$ cat config.mk
export PLATFORM = sky130hd
export DESIGN_NAME = dda_line_rasterizer_top
export DESIGN_NICKNAME = d
export VERILOG_FILES = /design/src/design/dda_lr_pkg.sv /design/src/design/dda_lr_div.sv /design/src/design/dda_line_rasterizer_top.sv
export VERILOG_INCLUDE_DIRS = /design/src /design/src/design
export SDC_FILE = /design/constraint.sdc
export NUM_CORES = 1
export LEC_CHECK = 0
export ABC_AREA = 1
export BUFFER_PORTS_ARGS = -buffer_cell sky130_fd_sc_hd__buf_2
export CORE_MARGIN = 3
export CORE_UTILIZATION = 55
export CTS_CLUSTER_SIZE = 10
export DETAILED_ROUTE_END_ITERATION = 12
export PLACE_DENSITY = 0.82
export SKIP_LAST_GASP = 1
export SLEW_MARGIN = 15
export SYNTH_ARGS = -nofsm -noshare
export SYNTH_HDL_FRONTEND = slang
export SYNTH_SLANG_ARGS = --single-unit
export TNS_END_PERCENT = 30
$ cat constraint.sdc
create_clock -name clock -period 8.03 [get_ports clock]
set_input_delay 0.803 -clock clock [delete_from_list [all_inputs] [get_ports clock]]
set_output_delay 0.803 -clock clock [all_outputs]
set_load 0.01 [all_outputs]
$ cat src/design/dda_line_rasterizer_top_defines.svh
// Assertion macros used by the line rasterizer top level.
`ifndef DDA_LINE_RASTERIZER_TOP_DEFINES_SVH
`define DDA_LINE_RASTERIZER_TOP_DEFINES_SVH

// Check a property on every clock edge outside reset.
`define DDA_CHECK(label, prop, msg) \
   label: assert property (@(posedge clock) disable iff (reset) prop) else $error(msg);

// Check a property on every clock edge, reset included.
`define DDA_CHECK_ALWAYS(label, prop, msg) \
   label: assert property (@(posedge clock) prop) else $error(msg);

`endif

$ cat src/design/dda_lr_pkg.sv
// Shared widths, types and constants for the DDA line rasterizer.
`default_nettype none

package dda_lr_pkg;

   // Fraction bits of the fixed-point position and increments (8 to 24).
   localparam int FRAC_BITS = 16;

   localparam int COORD_W = 16;                 // pixel coordinate
   localparam int DIFF_W  = COORD_W + 1;        // endpoint difference
   localparam int MAG_W   = COORD_W;            // |difference| and step count
   localparam int DIM_W   = 15;                 // image width / height
   localparam int COLOR_W = 32;

   localparam int POS_W   = COORD_W + 2 + FRAC_BITS;  // running position
   localparam int INC_W   = FRAC_BITS + 2;            // signed increment
   localparam int QUOT_W  = FRAC_BITS + 1;            // |increment| <= 2^FRAC_BITS
   localparam int RND_W   = POS_W - FRAC_BITS;        // rounded coordinate
   localparam int NUM_W   = MAG_W + FRAC_BITS;        // dividend
   localparam int CNT_W   = $clog2(QUOT_W);

   localparam int REQ_DATA_W = 4 * COORD_W + COLOR_W;
   localparam int RSP_BITS   = 2 * COORD_W + COLOR_W + 1;
   localparam int RSP_DATA_W = ((RSP_BITS + 7) / 8) * 8;
   localparam int RSP_PAD_W  = RSP_DATA_W - RSP_BITS;

   typedef logic [POS_W-1:0]  pos_type;
   typedef logic [INC_W-1:0]  inc_type;
   typedef logic [QUOT_W-1:0] quot_type;
   typedef logic [NUM_W-1:0]  num_type;
   typedef logic [MAG_W-1:0]  mag_type;
   typedef logic [CNT_W-1:0]  cnt_type;

   localparam pos_type ROUND_HALF = pos_type'(1) << (FRAC_BITS - 1);
   localparam cnt_type DIV_LAST   = cnt_type'(FRAC_BITS);

   // Divider request from the sequencer.
   typedef struct packed {
      logic    start;
      mag_type mag;
      mag_type divisor;
   } div_req_type;

   // Divider status back to the sequencer.
   typedef struct packed {
      logic     done;
      quot_type quot;
   } div_rsp_type;

endpackage

`default_nettype wire

$ cat src/design/dda_lr_div.sv
// Bit-serial restoring divider giving a rounded fixed-point increment magnitude.
`default_nettype none

module dda_lr_div (
   input  logic                    clock,
   input  logic                    reset,
   input  dda_lr_pkg::div_req_type div_req,
   output dda_lr_pkg::div_rsp_type div_rsp
);

   dda_lr_pkg::mag_type  rem_ff, rem_in;
   dda_lr_pkg::quot_type quo_ff, quo_in;
   dda_lr_pkg::mag_type  dvs_ff, dvs_in;
   dda_lr_pkg::cnt_type  cnt_ff, cnt_in;
   logic                 busy_ff, busy_in;
   logic                 done_ff, done_in;

   logic [dda_lr_pkg::MAG_W:0] trial;
   logic [dda_lr_pkg::MAG_W:0] diff;
   logic                       ge;
   dda_lr_pkg::num_type        num;

   always_comb begin
      // dividend = |d| * 2^FRAC_BITS + steps/2, so the quotient rounds to nearest
      num   = {div_req.mag, {dda_lr_pkg::FRAC_BITS{1'b0}}}
            + dda_lr_pkg::num_type'(div_req.divisor[dda_lr_pkg::MAG_W-1:1]);
      trial = {rem_ff, quo_ff[dda_lr_pkg::QUOT_W-1]};
      diff  = trial - {1'b0, dvs_ff};
      ge    = trial >= {1'b0, dvs_ff};

      rem_in  = rem_ff;
      quo_in  = quo_ff;
      dvs_in  = dvs_ff;
      cnt_in  = cnt_ff;
      busy_in = busy_ff;
      done_in = 1'b0;

      if (div_req.start) begin
         // quotient fits QUOT_W bits, so the top bits already sit below the divisor
         rem_in  = {1'b0, num[dda_lr_pkg::NUM_W-1:dda_lr_pkg::QUOT_W]};
         quo_in  = num[dda_lr_pkg::QUOT_W-1:0];
         dvs_in  = div_req.divisor;
         cnt_in  = '0;
         busy_in = 1'b1;
      end else if (busy_ff) begin
         rem_in = ge ? diff[dda_lr_pkg::MAG_W-1:0] : trial[dda_lr_pkg::MAG_W-1:0];
         quo_in = {quo_ff[dda_lr_pkg::QUOT_W-2:0], ge};
         cnt_in = cnt_ff + 1'b1;
         if (cnt_ff == dda_lr_pkg::DIV_LAST) begin
            busy_in = 1'b0;
            done_in = 1'b1;
         end
      end
   end

   always_ff @(posedge clock) begin
      rem_ff <= rem_in;
      quo_ff <= quo_in;
      dvs_ff <= dvs_in;
      if (reset) begin
         cnt_ff  <= '0;
         busy_ff <= 1'b0;
         done_ff <= 1'b0;
      end else begin
         cnt_ff  <= cnt_in;
         busy_ff <= busy_in;
         done_ff <= done_in;
      end
   end

   assign div_rsp.done = done_ff;
   assign div_rsp.quot = quo_ff;

endmodule

`default_nettype wire

$ cat src/design/dda_line_rasterizer_top.sv
// DDA line rasterizer top level: sequencer, position accumulators and output register.
// Start transfer: increments by one shared bit-serial divider at one quotient bit per cycle,
//   run once per axis unless the line has zero length. Step on a line: position registered,
//   then rounded, clipped and loaded in S_EMIT when the output is free. No request is taken
//   before that. Step, no line: empty result loaded at transfer edge, 1 per cycle if free.
// Synchronous active-high reset: idle, no line active, image size 640 x 480.
`default_nettype none
`include "dda_line_rasterizer_top_defines.svh"

module dda_line_rasterizer_top (
   input  logic                                  clock,
   input  logic                                  reset,
   // request channel
   input  logic                                  req_tvalid,
   output logic                                  req_tready,
   // start_x, start_y, end_x, end_y, pixel_color
   input  logic [dda_lr_pkg::REQ_DATA_W-1:0]     req_tdata,
   // req_type
   input  logic [0:0]                            req_tuser,
   // response channel
   output logic                                  rsp_tvalid,
   input  logic                                  rsp_tready,
   // point_x, point_y, point_color, visible, zero padding
   output logic [dda_lr_pkg::RSP_DATA_W-1:0]     rsp_tdata,
   // last_point
   output logic                                  rsp_tlast,
   // valid_res
   output logic [0:0]                            rsp_tuser,
   // register write channel
   input  logic                                  csr_valid,
   output logic                                  csr_ready,
   input  logic [0:0]                            csr_index,
   input  logic [15:0]                           csr_data
);

   localparam int F  = dda_lr_pkg::FRAC_BITS;
   localparam int CW = dda_lr_pkg::COORD_W;

   // request kinds
   localparam logic REQ_START = 1'b0;

   // register indexes
   localparam logic [0:0] CSR_WIDTH  = 1'b0;
   localparam logic [0:0] CSR_HEIGHT = 1'b1;

   // sequencer states
   localparam logic [2:0] S_IDLE  = 3'd0;
   localparam logic [2:0] S_SETUP = 3'd1;
   localparam logic [2:0] S_DIVX  = 3'd2;
   localparam logic [2:0] S_DIVY  = 3'd3;
   localparam logic [2:0] S_EMIT  = 3'd4;

   logic [2:0]                         state_ff, state_in;
   logic [dda_lr_pkg::DIM_W-1:0]       width_ff, width_in;
   logic [dda_lr_pkg::DIM_W-1:0]       height_ff, height_in;
   dda_lr_pkg::pos_type                pos_x_ff, pos_x_in;
   dda_lr_pkg::pos_type                pos_y_ff, pos_y_in;
   dda_lr_pkg::inc_type                inc_x_ff, inc_x_in;
   dda_lr_pkg::inc_type                inc_y_ff, inc_y_in;
   dda_lr_pkg::mag_type                points_left_ff, points_left_in;
   logic [dda_lr_pkg::COLOR_W-1:0]     color_ff, color_in;
   logic                               active_ff, active_in;
   logic [CW-1:0]                      sx_ff, sx_in;
   logic [CW-1:0]                      sy_ff, sy_in;
   logic [dda_lr_pkg::DIFF_W-1:0]      dx_ff, dx_in;
   logic [dda_lr_pkg::DIFF_W-1:0]      dy_ff, dy_in;
   logic                               rsp_tvalid_ff, rsp_tvalid_in;
   logic [dda_lr_pkg::RSP_DATA_W-1:0]  rsp_tdata_ff, rsp_tdata_in;
   logic                               rsp_tlast_ff, rsp_tlast_in;
   logic                               rsp_tuser_ff, rsp_tuser_in;

   dda_lr_pkg::div_req_type            div_req;
   dda_lr_pkg::div_rsp_type            div_rsp;

   logic                               rsp_free;
   logic                               req_fire;
   logic [dda_lr_pkg::DIFF_W-1:0]      abs_x, abs_y;
   dda_lr_pkg::mag_type                mag_x, mag_y, steps;
   dda_lr_pkg::inc_type                quot_ext;
   logic [dda_lr_pkg::RND_W-1:0]       rnd_x, rnd_y;
   logic                               visible;
   logic [CW-1:0]                      in_sx, in_sy, in_ex, in_ey;

   // Round half away from zero: floor((p + half - [p < 0]) / 2^F).
   function automatic logic [dda_lr_pkg::RND_W-1:0] round_pos(
      input dda_lr_pkg::pos_type p
   );
      dda_lr_pkg::pos_type sum;
      sum = p + dda_lr_pkg::ROUND_HALF - dda_lr_pkg::pos_type'(p[dda_lr_pkg::POS_W-1]);
      return sum[dda_lr_pkg::POS_W-1:F];
   endfunction

   // Sign-extend an increment to the position width.
   function automatic dda_lr_pkg::pos_type inc_ext(input dda_lr_pkg::inc_type inc);
      return {{(dda_lr_pkg::POS_W - dda_lr_pkg::INC_W){inc[dda_lr_pkg::INC_W-1]}}, inc};
   endfunction

   dda_lr_div u_div (
      .clock   (clock),
      .reset   (reset),
      .div_req (div_req),
      .div_rsp (div_rsp)
   );

   assign in_sx = req_tdata[CW-1:0];
   assign in_sy = req_tdata[2*CW-1:CW];
   assign in_ex = req_tdata[3*CW-1:2*CW];
   assign in_ey = req_tdata[4*CW-1:3*CW];

   // Accept a new item only with nothing in work and the output register free to load.
   assign rsp_free   = !rsp_tvalid_ff || rsp_tready;
   assign req_tready = (state_ff == S_IDLE) && rsp_free;
   assign req_fire   = req_tvalid && req_tready;
   assign csr_ready  = 1'b1;

   always_comb begin
      // step count is the larger of |dx| and |dy|; both fit 16 bits unsigned
      abs_x    = dx_ff[dda_lr_pkg::DIFF_W-1] ? (~dx_ff + 1'b1) : dx_ff;
      abs_y    = dy_ff[dda_lr_pkg::DIFF_W-1] ? (~dy_ff + 1'b1) : dy_ff;
      mag_x    = abs_x[dda_lr_pkg::MAG_W-1:0];
      mag_y    = abs_y[dda_lr_pkg::MAG_W-1:0];
      steps    = (mag_x > mag_y) ? mag_x : mag_y;
      quot_ext = {1'b0, div_rsp.quot};

      // visibility is judged on the full rounded value, not its low 16 bits
      rnd_x   = round_pos(pos_x_ff);
      rnd_y   = round_pos(pos_y_ff);
      visible = !rnd_x[dda_lr_pkg::RND_W-1] && !rnd_y[dda_lr_pkg::RND_W-1]
             && (rnd_x[dda_lr_pkg::RND_W-2:0] < (dda_lr_pkg::RND_W-1)'(width_ff))
             && (rnd_y[dda_lr_pkg::RND_W-2:0] < (dda_lr_pkg::RND_W-1)'(height_ff));
   end

   always_comb begin
      state_in       = state_ff;
      width_in       = width_ff;
      height_in      = height_ff;
      pos_x_in       = pos_x_ff;
      pos_y_in       = pos_y_ff;
      inc_x_in       = inc_x_ff;
      inc_y_in       = inc_y_ff;
      points_left_in = points_left_ff;
      color_in       = color_ff;
      active_in      = active_ff;
      sx_in          = sx_ff;
      sy_in          = sy_ff;
      dx_in          = dx_ff;
      dy_in          = dy_ff;
      rsp_tvalid_in  = rsp_tvalid_ff && !rsp_tready;
      rsp_tdata_in   = rsp_tdata_ff;
      rsp_tlast_in   = rsp_tlast_ff;
      rsp_tuser_in   = rsp_tuser_ff;

      div_req.start   = 1'b0;
      div_req.mag     = mag_x;
      div_req.divisor = points_left_ff;

      // register writes are to arrive only while idle; the block itself does not enforce this
      if (csr_valid) begin
         unique case (csr_index)
            CSR_WIDTH:  width_in  = csr_data[dda_lr_pkg::DIM_W-1:0];
            CSR_HEIGHT: height_in = csr_data[dda_lr_pkg::DIM_W-1:0];
            default:    width_in  = width_ff;
         endcase
      end

      unique case (state_ff)
         S_IDLE: begin
            if (req_fire) begin
               if (req_tuser[0] == REQ_START) begin
                  // latch endpoints and colour; any active line is dropped
                  sx_in    = in_sx;
                  sy_in    = in_sy;
                  dx_in    = {in_ex[CW-1], in_ex} - {in_sx[CW-1], in_sx};
                  dy_in    = {in_ey[CW-1], in_ey} - {in_sy[CW-1], in_sy};
                  color_in = req_tdata[dda_lr_pkg::REQ_DATA_W-1:4*CW];
                  state_in = S_SETUP;
               end else if (active_ff) begin
                  // advance one point along the line
                  pos_x_in       = pos_x_ff + inc_ext(inc_x_ff);
                  pos_y_in       = pos_y_ff + inc_ext(inc_y_ff);
                  points_left_in = points_left_ff - 1'b1;
                  active_in      = points_left_ff != dda_lr_pkg::mag_type'(1);
                  state_in       = S_EMIT;
               end else begin
                  // no line to advance: return an empty result at once
                  rsp_tvalid_in = 1'b1;
                  rsp_tdata_in  = '0;
                  rsp_tlast_in  = 1'b0;
                  rsp_tuser_in  = 1'b0;
               end
            end
         end

         S_SETUP: begin
            pos_x_in       = {{2{sx_ff[CW-1]}}, sx_ff, {F{1'b0}}};
            pos_y_in       = {{2{sy_ff[CW-1]}}, sy_ff, {F{1'b0}}};
            points_left_in = steps;
            active_in      = steps != '0;
            if (steps == '0) begin
               // zero-length line: single point, no division
               inc_x_in = '0;
               inc_y_in = '0;
               state_in = S_EMIT;
            end else begin
               div_req.start   = 1'b1;
               div_req.mag     = mag_x;
               div_req.divisor = steps;
               state_in        = S_DIVX;
            end
         end

         S_DIVX: begin
            div_req.mag = mag_y;
            if (div_rsp.done) begin
               inc_x_in      = dx_ff[dda_lr_pkg::DIFF_W-1] ? (~quot_ext + 1'b1) : quot_ext;
               div_req.start = 1'b1;
               state_in      = S_DIVY;
            end
         end

         S_DIVY: begin
            div_req.mag = mag_y;
            if (div_rsp.done) begin
               inc_y_in = dy_ff[dda_lr_pkg::DIFF_W-1] ? (~quot_ext + 1'b1) : quot_ext;
               state_in = S_EMIT;
            end
         end

         S_EMIT: begin
            // hold the point until the output register can take it
            if (rsp_free) begin
               rsp_tvalid_in = 1'b1;
               rsp_tdata_in  = {{dda_lr_pkg::RSP_PAD_W{1'b0}}, visible, color_ff,
                                rnd_y[CW-1:0], rnd_x[CW-1:0]};
               rsp_tlast_in  = points_left_ff == '0;
               rsp_tuser_in  = 1'b1;
               state_in      = S_IDLE;
            end
         end

         default: state_in = S_IDLE;
      endcase
   end

   always_ff @(posedge clock) begin
      pos_x_ff     <= pos_x_in;
      pos_y_ff     <= pos_y_in;
      inc_x_ff     <= inc_x_in;
      inc_y_ff     <= inc_y_in;
      color_ff     <= color_in;
      sx_ff        <= sx_in;
      sy_ff        <= sy_in;
      dx_ff        <= dx_in;
      dy_ff        <= dy_in;
      rsp_tdata_ff <= rsp_tdata_in;
      rsp_tlast_ff <= rsp_tlast_in;
      rsp_tuser_ff <= rsp_tuser_in;
      if (reset) begin
         state_ff       <= S_IDLE;
         width_ff       <= dda_lr_pkg::DIM_W'(640);
         height_ff      <= dda_lr_pkg::DIM_W'(480);
         points_left_ff <= '0;
         active_ff      <= 1'b0;
         rsp_tvalid_ff  <= 1'b0;
      end else begin
         state_ff       <= state_in;
         width_ff       <= width_in;
         height_ff      <= height_in;
         points_left_ff <= points_left_in;
         active_ff      <= active_in;
         rsp_tvalid_ff  <= rsp_tvalid_in;
      end
   end

   assign rsp_tvalid   = rsp_tvalid_ff;
   assign rsp_tdata    = rsp_tdata_ff;
   assign rsp_tlast    = rsp_tlast_ff;
   assign rsp_tuser[0] = rsp_tuser_ff;

   // divider finishes only while the sequencer waits on it
   `DDA_CHECK(a_div_done_in_wait, div_rsp.done |-> (state_ff == S_DIVX || state_ff == S_DIVY), "divider result outside a divide state")
   // an active line always has points still to come
   `DDA_CHECK(a_active_has_points, active_ff |-> (points_left_ff != '0), "active line with no points left")
   // emitting a point leaves the sequencer idle with a result on the output
   `DDA_CHECK(a_emit_to_idle, (state_ff == S_EMIT && rsp_free) |=> (state_ff == S_IDLE && rsp_tvalid_ff), "emit did not load a result")
   // reset leaves the block idle with an empty output register
   `DDA_CHECK_ALWAYS(a_reset_idle, reset |=> (state_ff == S_IDLE && !rsp_tvalid_ff && !active_ff), "block not idle after reset")

endmodule

`default_nettype wire
==> metrics.txt <==
Residual DRC 0; Synth Flop Type edfxtp_1; Yosys top cell area share 36.1%; Post-Syn Instances 3285; largest net degree at the start of global routing 69; Starting Density 56.1%; crit path DAT 5950 ps; Area growth, synth to finish 11.0%; Final Core Density 62.3%; Synth area leader edfxtp_1; 1st-iter DRT viols 2012; Synth Cell Area 0.0263 mm²; total CTS buffers 46; Root Driver clkbuf_16; Die H 225 µm; DRT Wirelength 66.2 mm; worst skew pair latency 590 ps; CTS tree built; dpl cells 4023; register bit count reported by yosys 376; required time of the worst setup path 8350 ps; CP Class reg -> reg; Avg Vias per Cell 5.53; final setup TNS 0 ps; async set-or-reset flop fraction in the synthesized netlist 0%; Leakage 13.7 nW; CTS clk-pin slew, worst paths 60 ps; crit path launch type register; Post-CTS Setup Bufs 0; Fill cells 4100; Tcrit/Tclk final 70.2%; Die Wd 225 µm; HP Class in -> reg; Slew Limit Fails 0; final net count 3817; Cell Pwr Density 304 mW/mm²; Clock Path Buffers 3; first drt pass iteration count 6; share of layout cells above drive strength 1 9.62%; Top Layer Used met4; I/O pin cnt 196; worst-path maximum fanout 61; antenna violations before repair 0; final setup skew 32.8 ps; RSZ-0062 raised after global routing no; Tot GR Track Use 25.6%; vias after detailed routing 22700; run status finished clean; EDFF count, synth 317; final-report setup violation count 0; CTS resizes 0; Syn Area/Cell 8.02 µm²; largest cells by area after synthesis edfxtp_1 (36%), ha_1 (11%), nand2_1 (9.2%), inv_1 (7.3%), a21oi_1 (6.1%); global route overflow 0; CTS Hold Bufs 0; distinct cell type count after synthesis 57; wl on met1 28.8 mm; routability congestion estimate 0.977; crit path capture type register; vias in the first global route 21400; CTS H-Tree Depth 2; first-pass GRT wire length 105 mm; IO buf count 186; WL met3 4.85 mm; sequential-to-total area share from yosys stat 40.6%; row cnt 79; core area 0.0470 mm²; worst rel slew slack 21.0%; Peak VDD IR 0.000174 V; final hold vios 0; Ys Warns 0; DR WL met2 30.8 mm; # Max-Cap Violations 0; most common cell in the synthesized netlist nand2_1; Post-synth top cells nand2_1 (645), inv_1 (509), a21oi_1 (319); Max Freq 178 MHz; post-route ant nets 0; Layout Cells excl Fill 4101; min cycle time layout 5630 ps; Total Die Area 0.0506 mm²; TritonCTS Sinks 376; worst-margin pin slew 1180 ps; hpwl dp 50.7 mm; per-cell routed wire length 16.1 µm
cells in the final DEF (no fill, tap or decap), types with 7 or more instances in the layout:
master     netlist  routed
dfxtp_1         59      59
nor3_1          34      34
buf_2            8     186
buf_4           10      12
a211oi_1         7       7
clkbuf_16        0      50
nand3_1        149     149
a221oi_1        10      10
edfxtp_1       317     317
or2_2           33      33
o21a_1          16      16
ha_1           229     229
o31ai_1          9       9
clkbuf_1        46      18
a21oi_1        319     318
nand4_1         30      30
o21bai_1        19      19
nor2_1         291     289
nand2_2         10      10
a21boi_0        13      13
a21o_1          21      21
o211ai_1        15      15
mux2i_1          7       7
o21ai_0        235     235
xor2_1          79      79
o21ai_1         10      10
and2_1           9       9
a31oi_1         19      19
o21ai_2          8       8
inv_1          509     508
nand2_1        645     645
nand3b_1        15      15
nor4_1          14      14
conb_1           2       8
xnor2_1         31      31
cells by family after synthesis:
logic type,count (synthesis),synth area share (%)
DFF,376,40.6
muxes,7,0.266
xor gates and xnor gates,110,3.66
adders and majority gates,234,11.3
other,2,0.0285
buffers and inverters,588,8.74
AOI/OAI and AO/OA,718,15.2
and+or+nand+nor,1250,20.2
report_power, final:
part           switching [mW]  internal (mW)  total, mW  leakage, nW
registers               0.237           2.70       2.93         3.44
clock network           0.795           1.19       1.98        0.685
logic                    2.59           1.38       3.97         9.58
total                    3.62           5.27       8.88         13.7
cell type report:
class	count	area (µm²)	area share [%]
inverter	515	1930	6.61
clock buffer	71	1360	4.65
tap	607	759	2.60
antenna	1	2.50	0.00856
clock inverter	6	58.8	0.201
timing repair buffer	198	1020	3.49
sequential	376	10700	36.6
multi-input combinational	2327	13400	45.8
critical path, cell delays in order, from the launching register on:
cell	delay, ps
edfxtp_1	890
inv_1	690
or2_2	490
xor2_1	200
inv_1	90
ha_1	300
nand2_1	70
nor2_1	130
nand3_2	280
nand2_4	300
inv_1	60
nand2_1	50
nand2_1	90
nor2_1	90
nand2_1	60
nor2_2	140
nand2_4	110
nand2_4	400
nand2_4	520
nand3_1	290
nand2_1	70
worst paths after layout:
kind,from,to,slack [ps],cells after the start
worst max-delay path,dy_ff[16],u_div.quo_ff[9],2400,20
worst min-delay path,req_tdata[74],color_ff[10],420,1
worst max register to register,dy_ff[16],u_div.quo_ff[9],2400,20
worst min register to register,width_ff[12],width_ff[12],460,2
metrics by stage:
step	hold slack (ps)	power (mW)	area (µm²)	setup WS (ps)
after floorplan	435	5.85	26400	2210
after CTS	389	8.87	29200	2550
final	418	8.88	29200	2400
after global placement	453	6.77	27800	2600
after detailed placement	457	6.86	27800	2550
after global routing	399	9.53	29200	1960
flip-flops by register name, indices dropped and copies added (netlist names), 17 cells and up:
name	flops
dy_ff	17
pos_y_ff	34
pos_x_ff	34
rsp_tdata	65
color_ff	32
inc_x_ff	18
u_div.quo_ff	17
inc_y_ff	18
dx_ff	17
routing by layer:
layer / vias up / GRT usage, %
met2: 764 / 42.9
li1: 11400 / -
met1: 10300 / 34.5
met4: 0 / 8.32
met3: 124 / 3.80
met5: - / 0
(Power assumes the default switching activity.)
